[src/hw/rtl/multitrack_audio_looper_defines.svh]
// Assertion macros for the looper RTL.
// Used by the top level only; no other dependencies.
`ifndef MULTITRACK_AUDIO_LOOPER_DEFINES_SVH
`define MULTITRACK_AUDIO_LOOPER_DEFINES_SVH
// Check a property on the rising clock edge, disabled in reset.
`define MAL_ASSERT(label, clk, rst_n, prop, msg) \
    label: assert property (@(posedge clk) disable iff (!rst_n) prop) else $error(msg);
// Check a property on the rising clock edge, also in reset.
`define MAL_ASSERT_ALWAYS(label, clk, prop, msg) \
    label: assert property (@(posedge clk) prop) else $error(msg);
`endif

[src/hw/rtl/mal_pkg.sv]
// Package for the multitrack audio looper: constants, types, helpers.
// No dependencies.
package mal_pkg;
    localparam int TRACK_COUNT = 4;
    localparam int BUFFER_FRAMES = 65536;
    localparam int TW = 2;
    localparam int AW = 16;
    localparam int LW = 17;

    localparam logic [2:0] OP_FRAME = 3'd0;
    localparam logic [2:0] OP_ACTION = 3'd1;
    localparam logic [2:0] OP_CLEAR = 3'd2;
    localparam logic [2:0] OP_TOGGLE = 3'd3;
    localparam logic [2:0] OP_LEVEL = 3'd4;

    localparam logic [2:0] MODE_EMPTY = 3'd0;
    localparam logic [2:0] MODE_ARMED = 3'd1;
    localparam logic [2:0] MODE_REC = 3'd2;
    localparam logic [2:0] MODE_PLAY = 3'd3;
    localparam logic [2:0] MODE_STOP = 3'd4;

    localparam logic [1:0] CFG_SYNC = 2'd0;
    localparam logic [1:0] CFG_BARS = 2'd1;
    localparam logic [1:0] CFG_MON = 2'd2;

    localparam logic [LW-1:0] FULL_LEN = LW'(BUFFER_FRAMES);

    typedef struct packed {
        logic [2:0] opcode;
        logic [1:0] track;
        logic signed [15:0] left_in;
        logic signed [15:0] right_in;
        logic bar_pulse;
        logic clock_locked;
        logic [16:0] quarter_period;
        logic [7:0] level;
        logic [11:0] pan;
    } in_item_t;

    typedef struct packed {
        logic signed [15:0] left_out;
        logic signed [15:0] right_out;
        logic [2:0] track_state;
        logic [16:0] track_length;
    } out_item_t;

    typedef struct packed {
        logic start;
        logic signed [15:0] sample;
        logic [7:0] gain;
        logic [11:0] bal;
    } mac_cmd_t;

    function automatic logic signed [17:0] sat16(input logic signed [19:0] v);
        logic signed [17:0] r;
        begin
            if (v > 20'sd32767) r = 18'sd32767;
            else if (v < -20'sd32768) r = -18'sd32768;
            else r = v[17:0];
            return r;
        end
    endfunction
endpackage

[src/hw/rtl/mal_mac.sv]
// Shared gain and pan unit: one multiply per cycle, for gain, then left and right balance.
// Depends on mal_pkg.
module mal_mac (
    input  logic clk,
    input  logic rst_n,
    input  mal_pkg::mac_cmd_t cmd,
    output logic done,
    output logic signed [19:0] left_term,
    output logic signed [19:0] right_term
);
    import mal_pkg::*;

    logic [1:0] step_reg, step_next;
    logic busy_reg, busy_next;
    logic signed [15:0] s_reg, s_next;
    logic [11:0] bal_reg, bal_next;
    logic [7:0] gain_reg, gain_next;
    logic signed [31:0] prod_reg, prod_next;
    logic signed [19:0] l_reg, l_next, r_reg, r_next;
    logic signed [17:0] ma;
    logic signed [13:0] mb;
    logic signed [31:0] mp;

    always_comb
    begin
        ma = 18'(s_reg);
        mb = 14'(signed'({1'b0, gain_reg}));
        unique case (step_reg)
            2'd0:
            begin
                ma = 18'(s_reg);
                mb = 14'(signed'({1'b0, gain_reg}));
            end
            2'd1:
            begin
                ma = prod_reg[25:8];
                mb = 14'(signed'({1'b0, 12'(12'd4095 - bal_reg)}));
            end
            2'd2:
            begin
                ma = prod_reg[25:8];
                mb = 14'(signed'({1'b0, bal_reg}));
            end
            default:
            begin
                ma = 18'sd0;
                mb = 14'sd0;
            end
        endcase
        mp = 32'(ma * mb);
    end

    always_comb
    begin
        step_next = step_reg;
        busy_next = busy_reg;
        s_next = s_reg;
        bal_next = bal_reg;
        gain_next = gain_reg;
        prod_next = prod_reg;
        l_next = l_reg;
        r_next = r_reg;
        if (cmd.start)
        begin
            busy_next = 1'b1;
            step_next = 2'd0;
            s_next = cmd.sample;
            gain_next = cmd.gain;
            bal_next = cmd.bal;
        end
        else if (busy_reg)
        begin
            unique case (step_reg)
                2'd0: prod_next = mp;
                2'd1: l_next = 20'(mp >>> 12);
                2'd2:
                begin
                    r_next = 20'(mp >>> 12);
                    busy_next = 1'b0;
                end
                default: busy_next = 1'b0;
            endcase
            step_next = step_reg + 2'd1;
        end
    end

    // The scaled sample is kept in prod_reg; slice then uses floor shift by 8.
    always_ff @(posedge clk or negedge rst_n)
    begin
        if (!rst_n)
        begin
            step_reg <= 2'd0;
            busy_reg <= 1'b0;
        end
        else
        begin
            step_reg <= step_next;
            busy_reg <= busy_next;
        end
    end

    always_ff @(posedge clk)
    begin
        s_reg <= s_next;
        bal_reg <= bal_next;
        gain_reg <= gain_next;
        prod_reg <= prod_next;
        l_reg <= l_next;
        r_reg <= r_next;
    end

    assign done = busy_reg && (step_reg == 2'd2);
    assign left_term = l_reg;
    assign right_term = r_next;
endmodule

[config.mk]
export PLATFORM = sky130hd
export DESIGN_NAME = mal_mac
export DESIGN_NICKNAME = d
export VERILOG_FILES = /design/src/hw/rtl/multitrack_audio_looper_defines.svh /design/src/hw/rtl/mal_pkg.sv /design/src/hw/rtl/mal_mac.sv
export SDC_FILE = /design/constraint.sdc
export NUM_CORES = 1
export LEC_CHECK = 0
export BUFFER_PORTS_ARGS = -buffer_cell sky130_fd_sc_hd__buf_2
export CORE_ASPECT_RATIO = 0.9
export CORE_UTILIZATION = 40
export DETAILED_ROUTE_END_ITERATION = 10
export PLACE_DENSITY = 0.67
export SLEW_MARGIN = 20
export SYNTH_ARGS = -nofsm -noshare
export SYNTH_HDL_FRONTEND = slang
export SYNTH_SLANG_ARGS = --single-unit
[constraint.sdc]
create_clock -name clk -period 16.7 [get_ports clk]
set_input_delay 0 -clock clk [delete_from_list [all_inputs] [get_ports clk]]
set_output_delay 0 -clock clk [all_outputs]
set_load 0.03 [all_outputs]
==> metrics, run 1 <==
RSZ-0062 raised after global routing no; Clock transition at path regs 0.07 ns; post-DR vias/cell 5.18; Max Fclk 0.125 GHz; Longest Clk Path Bufs 2; Top FF cell, synth edfxtp_1; worst flop-to-flop path startpoint step_reg[0]$_DFFE_PN0P_; DIE HEIGHT 164 um; max reg flops 20; Rows 58; CTS buffer count 9; htree depth 3; Seq/Total Area, Yosys 22.9%; Synth Net Count 1521; mean area per synthesized cell 9.60 um2; Final Hold Vio Count 0; number of synthesized flops with an enable pin 73; Async SR Flop Fraction 3.13%; hold crit path type input port to flip-flop; Req. time, crit path 16.70 ns; WL/cell 17.2 um; Initial DRT Pass Iterations 5; Synth Cell Area 11700 um2; clk_lat worst skew 0.34 ns; sequential cell area 2670 um2; crit-path max FO 19; dpl ws 9.09 ns; final count of pins violating max slew 0; dpl cell area 12400 um2; Starting Density 41.2%; number of cells upsized or downsized after cts 0; DRC Markers 0; Syn Inst Count 1214; Layout Cell Area excl Fill 13100 um2; critical path launch point step_reg[0]$_DFFE_PN0P_; Max Cap Violations 0; CORE AREA 28300 um2; Antenna Nets Post-Route 0; setup_tns 0 ns; clock root cell clkbuf_16; Least-Margin Pin Slew 1.03 ns; share of post-route cells with drive strength above 1 10.7%; Detailed Route WL 28700 um; final period utilization 48.0%; largest net degree at the start of global routing 41; Initial DRC Count 739; met1 Use GR 30.3%; Worst EP arrival 8.02 ns; top post-synthesis cells by area fa_1 34%, edfxtp_1 19%, inv_1 8.8%; hold-fix buffers at CTS 38; number of global-route vias before repair 9051; gr usage total 20.7%; fin nets 1615; I/O pin total 80; Warnings, synthesis 0; min setup slack post-route 8.68 ns; GRT Residual Overflow 0; Unique masters post-synth 68; grt met2 use 32.1%; Slew HR 31.5%; crit path launch type flip-flop; final setup violation count 0; first-pass GRT wire length 48300 um; Die Width 182 um; dominant cell type by area after synthesis fa_1; critical path type flip-flop to primary output; Via Count 8672; # diodes 0; register bit total from synthesis 96; clock sink count 96; gpl congestion 0.933; Die ar. 29800 um2; GRT busiest layer met2; footprint of the multi-input gates 7810 um2; slack of the worst reg-to-reg path 9.14 ns; crit path capture right_term[19]; Port-buffer cells 79; R2R depth 23; initial antenna violation count 0; met3 Use GR 3.59%; FF-to-FF End r_reg[19]$_DFF_P_; Filler Cell Count 2677; post-CTS setup buffer count 0; Synth top area share 33.8%; Final min period 8.02 ns; run status complete, no violations; clock skew 0.00698 ns; crit end category primary output; Detailed Place HPWL 23400 um; Core Util, Final 46.3%; CTS tree built; Layout area overhead 12.4%
[cells in the mapped netlist (3+ instances only)]
library cell and instances:
mux2_2 9, o21ai_0 16, dfrtp_1 3, or2_2 13, o21ai_1 4, xnor2_1 22
o21bai_1 5, nand3_1 10, a211oi_1 4, a221o_1 3, a21o_1 11, o31ai_1 3
o211ai_1 6, nand2b_1 7, a21oi_1 38, mux2i_1 5, a22oi_1 18, ha_1 71
a31oi_1 6, dfxtp_1 20, fa_1 197, xor2_1 6, nand2_1 157, clkbuf_1 37
o21a_1 4, and3_1 5, nor2_1 113, and2_1 15, nor3_1 8, inv_1 272
nand4_1 8, edfxtp_1 73, or4_1 3
[final cells by class]
| class | count | share of cell area, % |
|---|---|---|
| multi-input combinational | 804 | 59.6 |
| sequential | 96 | 20.4 |
| inverter | 273 | 7.83 |
| timing repair buffer | 124 | 6.33 |
| tap | 360 | 3.44 |
| clock buffer | 10 | 1.83 |
| clock inverter | 6 | 0.564 |
[cells by family (layout without fill, tap and decap cells)]
| logic type | after synthesis | in the layout | synth area share [%] |
|---|---|---|---|
| buffers and inverters | 314 | 413 | 10.2 |
| AO/OA/AOI/OAI | 142 | 142 | 8.87 |
| AND/OR/NAND/NOR | 351 | 351 | 13.1 |
| flip-flops | 96 | 96 | 22.9 |
| adder cells (fa/ha/maj) | 268 | 268 | 41.5 |
| multiplexers | 15 | 15 | 1.42 |
| XOR/XNOR | 28 | 28 | 2.10 |
[through the flow]
stage / cells / hold slack (ns)
4_1_cts: 1673 / 0.264
2_1_floorplan: 1214 / -0.296
5_1_grt: 1673 / 0.316
6_report: 1673 / 0.270
3_5_place_dp: 1619 / -0.200
3_3_place_gp: 1619 / -0.197
[worst max-delay path, cell delays in order, from the launching register on]
cell and delay (ns):
dfrtp_1 0.41, inv_1 0.08, ha_1 0.76, nand2_1 0.18, a21oi_1 0.59, nand2_1 0.21, inv_1 0.15, fa_1 0.47
inv_1 0.10, fa_1 0.51, inv_1 0.30, fa_1 0.50, fa_1 0.55, inv_1 0.05, fa_1 0.48, inv_1 0.05
ha_1 0.41, a21oi_1 0.24, o21ai_0 0.17, a31o_2 0.25, a221o_1 0.36, a31oi_1 0.18, xnor2_1 0.15, o21ai_0 0.26
buf_2 0.26
[how the worst min path moves through the flow]
stage	startpoint	end	slack, ns	depth (start not counted)
6_report	cmd[36]	step_reg[0]$_DFFE_PN0P_	0.27	2
5_1_grt	cmd[36]	step_reg[0]$_DFFE_PN0P_	0.32	2
4_1_cts	cmd[36]	step_reg[0]$_DFFE_PN0P_	0.26	2
3_5_place_dp	rst_n	busy_reg$_DFF_PN0_	-0.20	1
3_3_place_gp	rst_n	busy_reg$_DFF_PN0_	-0.20	1
2_1_floorplan	rst_n	busy_reg$_DFF_PN0_	-0.30	0
[layout by cell type, fill, tap and decap left out, drive strengths merged, types with 2 or more instances in the layout]
master,instances
mux2,9
dfxtp,20
or2,15
nor2,113
nand3,10
a21oi,38
fa,197
edfxtp,73
nor4,2
nand2b,7
and2,15
or4,3
dfrtp,3
xor2,6
and3,5
nand4,8
a22oi,19
clkinvlp,2
nand2,157
o21ai,21
a31oi,7
o21a,4
o211ai,6
mux2i,6
nor3,8
buf,86
a211oi,6
dlygate4sd3,38
ha,71
xnor2,22
o2111ai,2
a221o,3
or3,2
a2111oi,2
nand3b,2
o21bai,5
o31ai,4
clkbuf,10
inv,276
a21o,11
[routing by layer]
layer | up-vias | wire length, um
met5 | - | 0
met1 | 4300 | 13400
met4 | 0 | 408
met2 | 365 | 12700
li1 | 3975 | -
met3 | 32 | 2210
Power of run 1 is not shown: default switching activity piles up to over one toggle a cycle in this logic, so the estimate is an artifact.
==> run 2: changes to the inputs <==
--- a/config.mk
+++ b/config.mk
@@ -5,6 +5,7 @@
 export SDC_FILE = /design/constraint.sdc
 export NUM_CORES = 1
 export LEC_CHECK = 0
+export ABC_AREA = 1
 export BUFFER_PORTS_ARGS = -buffer_cell sky130_fd_sc_hd__buf_2
 export CORE_ASPECT_RATIO = 0.9
 export CORE_UTILIZATION = 40
==> constraint.sdc (replaced) <==
create_clock -name clk -period 8.11 [get_ports clk]
set_input_delay 0 -clock clk [delete_from_list [all_inputs] [get_ports clk]]
set_output_delay 0 -clock clk [all_outputs]
set_load 0.03 [all_outputs]
==> metrics, run 2 <==
DIE HEIGHT 165 um (+0.60%); Unique masters post-synth 47 (-31%); # diodes 0 (unchanged); final period utilization 91.1%; critical path type flip-flop to primary output; hold_sp cmd[36]; number of cells upsized or downsized after cts 0 (unchanged); clk_lat worst skew 0.35 ns (about the same); GRT Residual Overflow 0 (unchanged); Synth top area share 33.4% (-0.41 points); gpl congestion 0.943 (+1.1%); commonest cells after routing, fill and taps aside 347 x inv_1, 256 x nand2_1, 197 x fa_1; R2R depth 22 (-4.3%); mean area per synthesized cell 8.79 um2 (-8.4%); first-pass GRT wire length 52300 um (+8.2%); Detailed Route WL 31900 um (+11%); worst flop-to-flop path startpoint step_reg[1]$_DFFE_PN0P_; Clock transition at path regs 0.07 ns (about the same); largest net degree at the start of global routing 41 (unchanged); Least-Margin Pin Slew 1.13 ns (+0.107 ns); number of global-route vias before repair 9554 (+5.6%); I/O pin total 80 (unchanged); Warnings, synthesis 0 (unchanged); crit path launch type flip-flop; CORE AREA 28900 um2 (+2.2%); htree depth 3 (unchanged); Port-buffer cells 79 (unchanged); top post-synthesis cells by area fa_1 33%, edfxtp_1 19%, inv_1 11%; Top FF cell, synth edfxtp_1; Final min period 7.38 ns; fin nets 1763 (+9.2%); share of post-route cells with drive strength above 1 9.79% (-0.95 points); placed insts 1803 (+11%); setup_tns 0 ns (unchanged); Req. time, crit path 8.11 ns (-8.59 ns); Via Count 8952 (+3.2%); Die ar. 30200 um2 (+1.2%); crit-path max FO 24 (+5); clock skew 0.00781 ns (+0.000829 ns); run status complete, no violations; final setup violation count 0 (unchanged); Hold Path Cell Cnt 1 (-1); RSZ-0062 raised after global routing no; Synth Cell Area 11800 um2 (+1.2%); clock root cell clkbuf_16; final count of pins violating max slew 0 (unchanged); Worst EP arrival 7.38 ns (-0.64 ns); hold-fix buffers at CTS 38 (unchanged); Rows 59 (+1.7%); register bit total from synthesis 96 (unchanged); Syn Inst Count 1342 (+11%); Max Cap Violations 0 (unchanged); Starting Density 40.8% (-0.42 points); DRC Markers 0 (unchanged); Hold Path Sink s_reg[7]$_DFFE_PP_; Die Width 183 um (+0.60%); max reg flops 20 (unchanged); Layout area overhead 13.0%; Initial DRC Count 771 (+4.3%); CTS buffer count 9 (unchanged); Async SR Flop Fraction 3.13% (unchanged); WL/cell 17.2 um (about the same); hold crit path type input port to flip-flop; initial antenna violation count 0 (unchanged); Initial DRT Pass Iterations 6 (+1); Synth Net Count 1649 (+8.4%); Detailed Place HPWL 26400 um (+13%); Final Non-Filler Cells 1857 (+11%); commonest non-fill, non-tap cell in the layout inv_1; dominant cell type by area after synthesis fa_1; number of synthesized flops with an enable pin 73 (unchanged); CTS tree built; Seq/Total Area, Yosys 22.6% (-0.27 points); post-CTS setup buffer count 0 (unchanged); gr usage total 22.8% (+2.1 points); Layout Cell Area excl Fill 13300 um2 (+1.8%); Longest Clk Path Bufs 2 (unchanged); dpl cell area 12700 um2 (+2.0%); most frequent cells after synthesis 347 x inv_1, 256 x nand2_1, 197 x fa_1; slack of the worst reg-to-reg path 1.09 ns (-8.05 ns); Final Hold Vio Count 0 (unchanged); Antenna Nets Post-Route 0 (unchanged); Max Fclk 0.135 GHz; clock sink count 96 (unchanged); most common cell in the synthesized netlist inv_1; hold slack 0.325 ns (+0.0542 ns); FF-to-FF End left_term[18]$_DFFE_PP_; post-DR vias/cell 4.82 (-7.0%); Slew HR 24.4% (-7.1 points); crit end category primary output
run 2: cell families after synthesis:
group	count (synthesis)	share of synthesized area (%)
and+or+nand+nor	481	17.2
xor gates and xnor gates	17	1.39
buffers and inverters	377	12.2
AOI/OAI and AO/OA	102	5.51
adders and majority gates	268	41.0
muxes	1	0.0849
DFF	96	22.6
run 2: through the flow:
step,worst slack (ns),utilization (%)
final,0.725,46.1
after global routing,0.197,46.1
after CTS,0.816,46.1
after detailed placement,1.21,43.7
after global placement,1.24,43.7
after floorplan,1.74,-
run 2: final cells by class:
| type | instances | area, um2 |
|---|---|---|
| multi-input combinational | 869 | 7690 |
| clock buffer | 9 | 225 |
| timing repair buffer | 128 | 858 |
| inverter | 352 | 1320 |
| tap | 396 | 495 |
| fill | 2838 | 15600 |
| sequential | 96 | 2670 |
| clock inverter | 7 | 73.8 |
run 2: worst max-delay path: stages, from the launching register on:
cell and delay [ns]:
dfrtp_1 0.42, ha_1 0.27, inv_2 0.42, o21ai_0 0.41, inv_1 0.55, nand2_1 0.28, fa_1 0.68, inv_1 0.16
fa_1 0.46, fa_1 0.53, fa_1 0.54, inv_1 0.05, fa_1 0.47, inv_1 0.04, ha_1 0.43, nand2_1 0.13
o21ai_0 0.33, nor2_1 0.09, nand3_1 0.11, xor2_1 0.28, nand2_1 0.08, nand2_1 0.09, buf_2 0.20
run 2: metal layers:
metal / part of all wire [%] / global-route usage (%)
met2: 45 / 35.7
met3: 8.5 / 5.34
met5: 0 / 0
met4: 2.2 / 5.80
met1: 44 / 31.7
run 2: worst max-delay path by stage:
stage                                 start                       to  slack [ns]
floorplan           step_reg[0]$_DFFE_PN0P_         r_reg[3]$_DFF_P_        1.74
global placement    step_reg[0]$_DFFE_PN0P_           right_term[19]        1.24
detailed placement  step_reg[1]$_DFFE_PN0P_  left_term[18]$_DFFE_PP_        1.21
CTS                 step_reg[0]$_DFFE_PN0P_           right_term[18]        0.82
global route        step_reg[0]$_DFFE_PN0P_           right_term[19]        0.20
finish              step_reg[1]$_DFFE_PN0P_           right_term[13]        0.73
Power of run 2 is left out for the same reason.
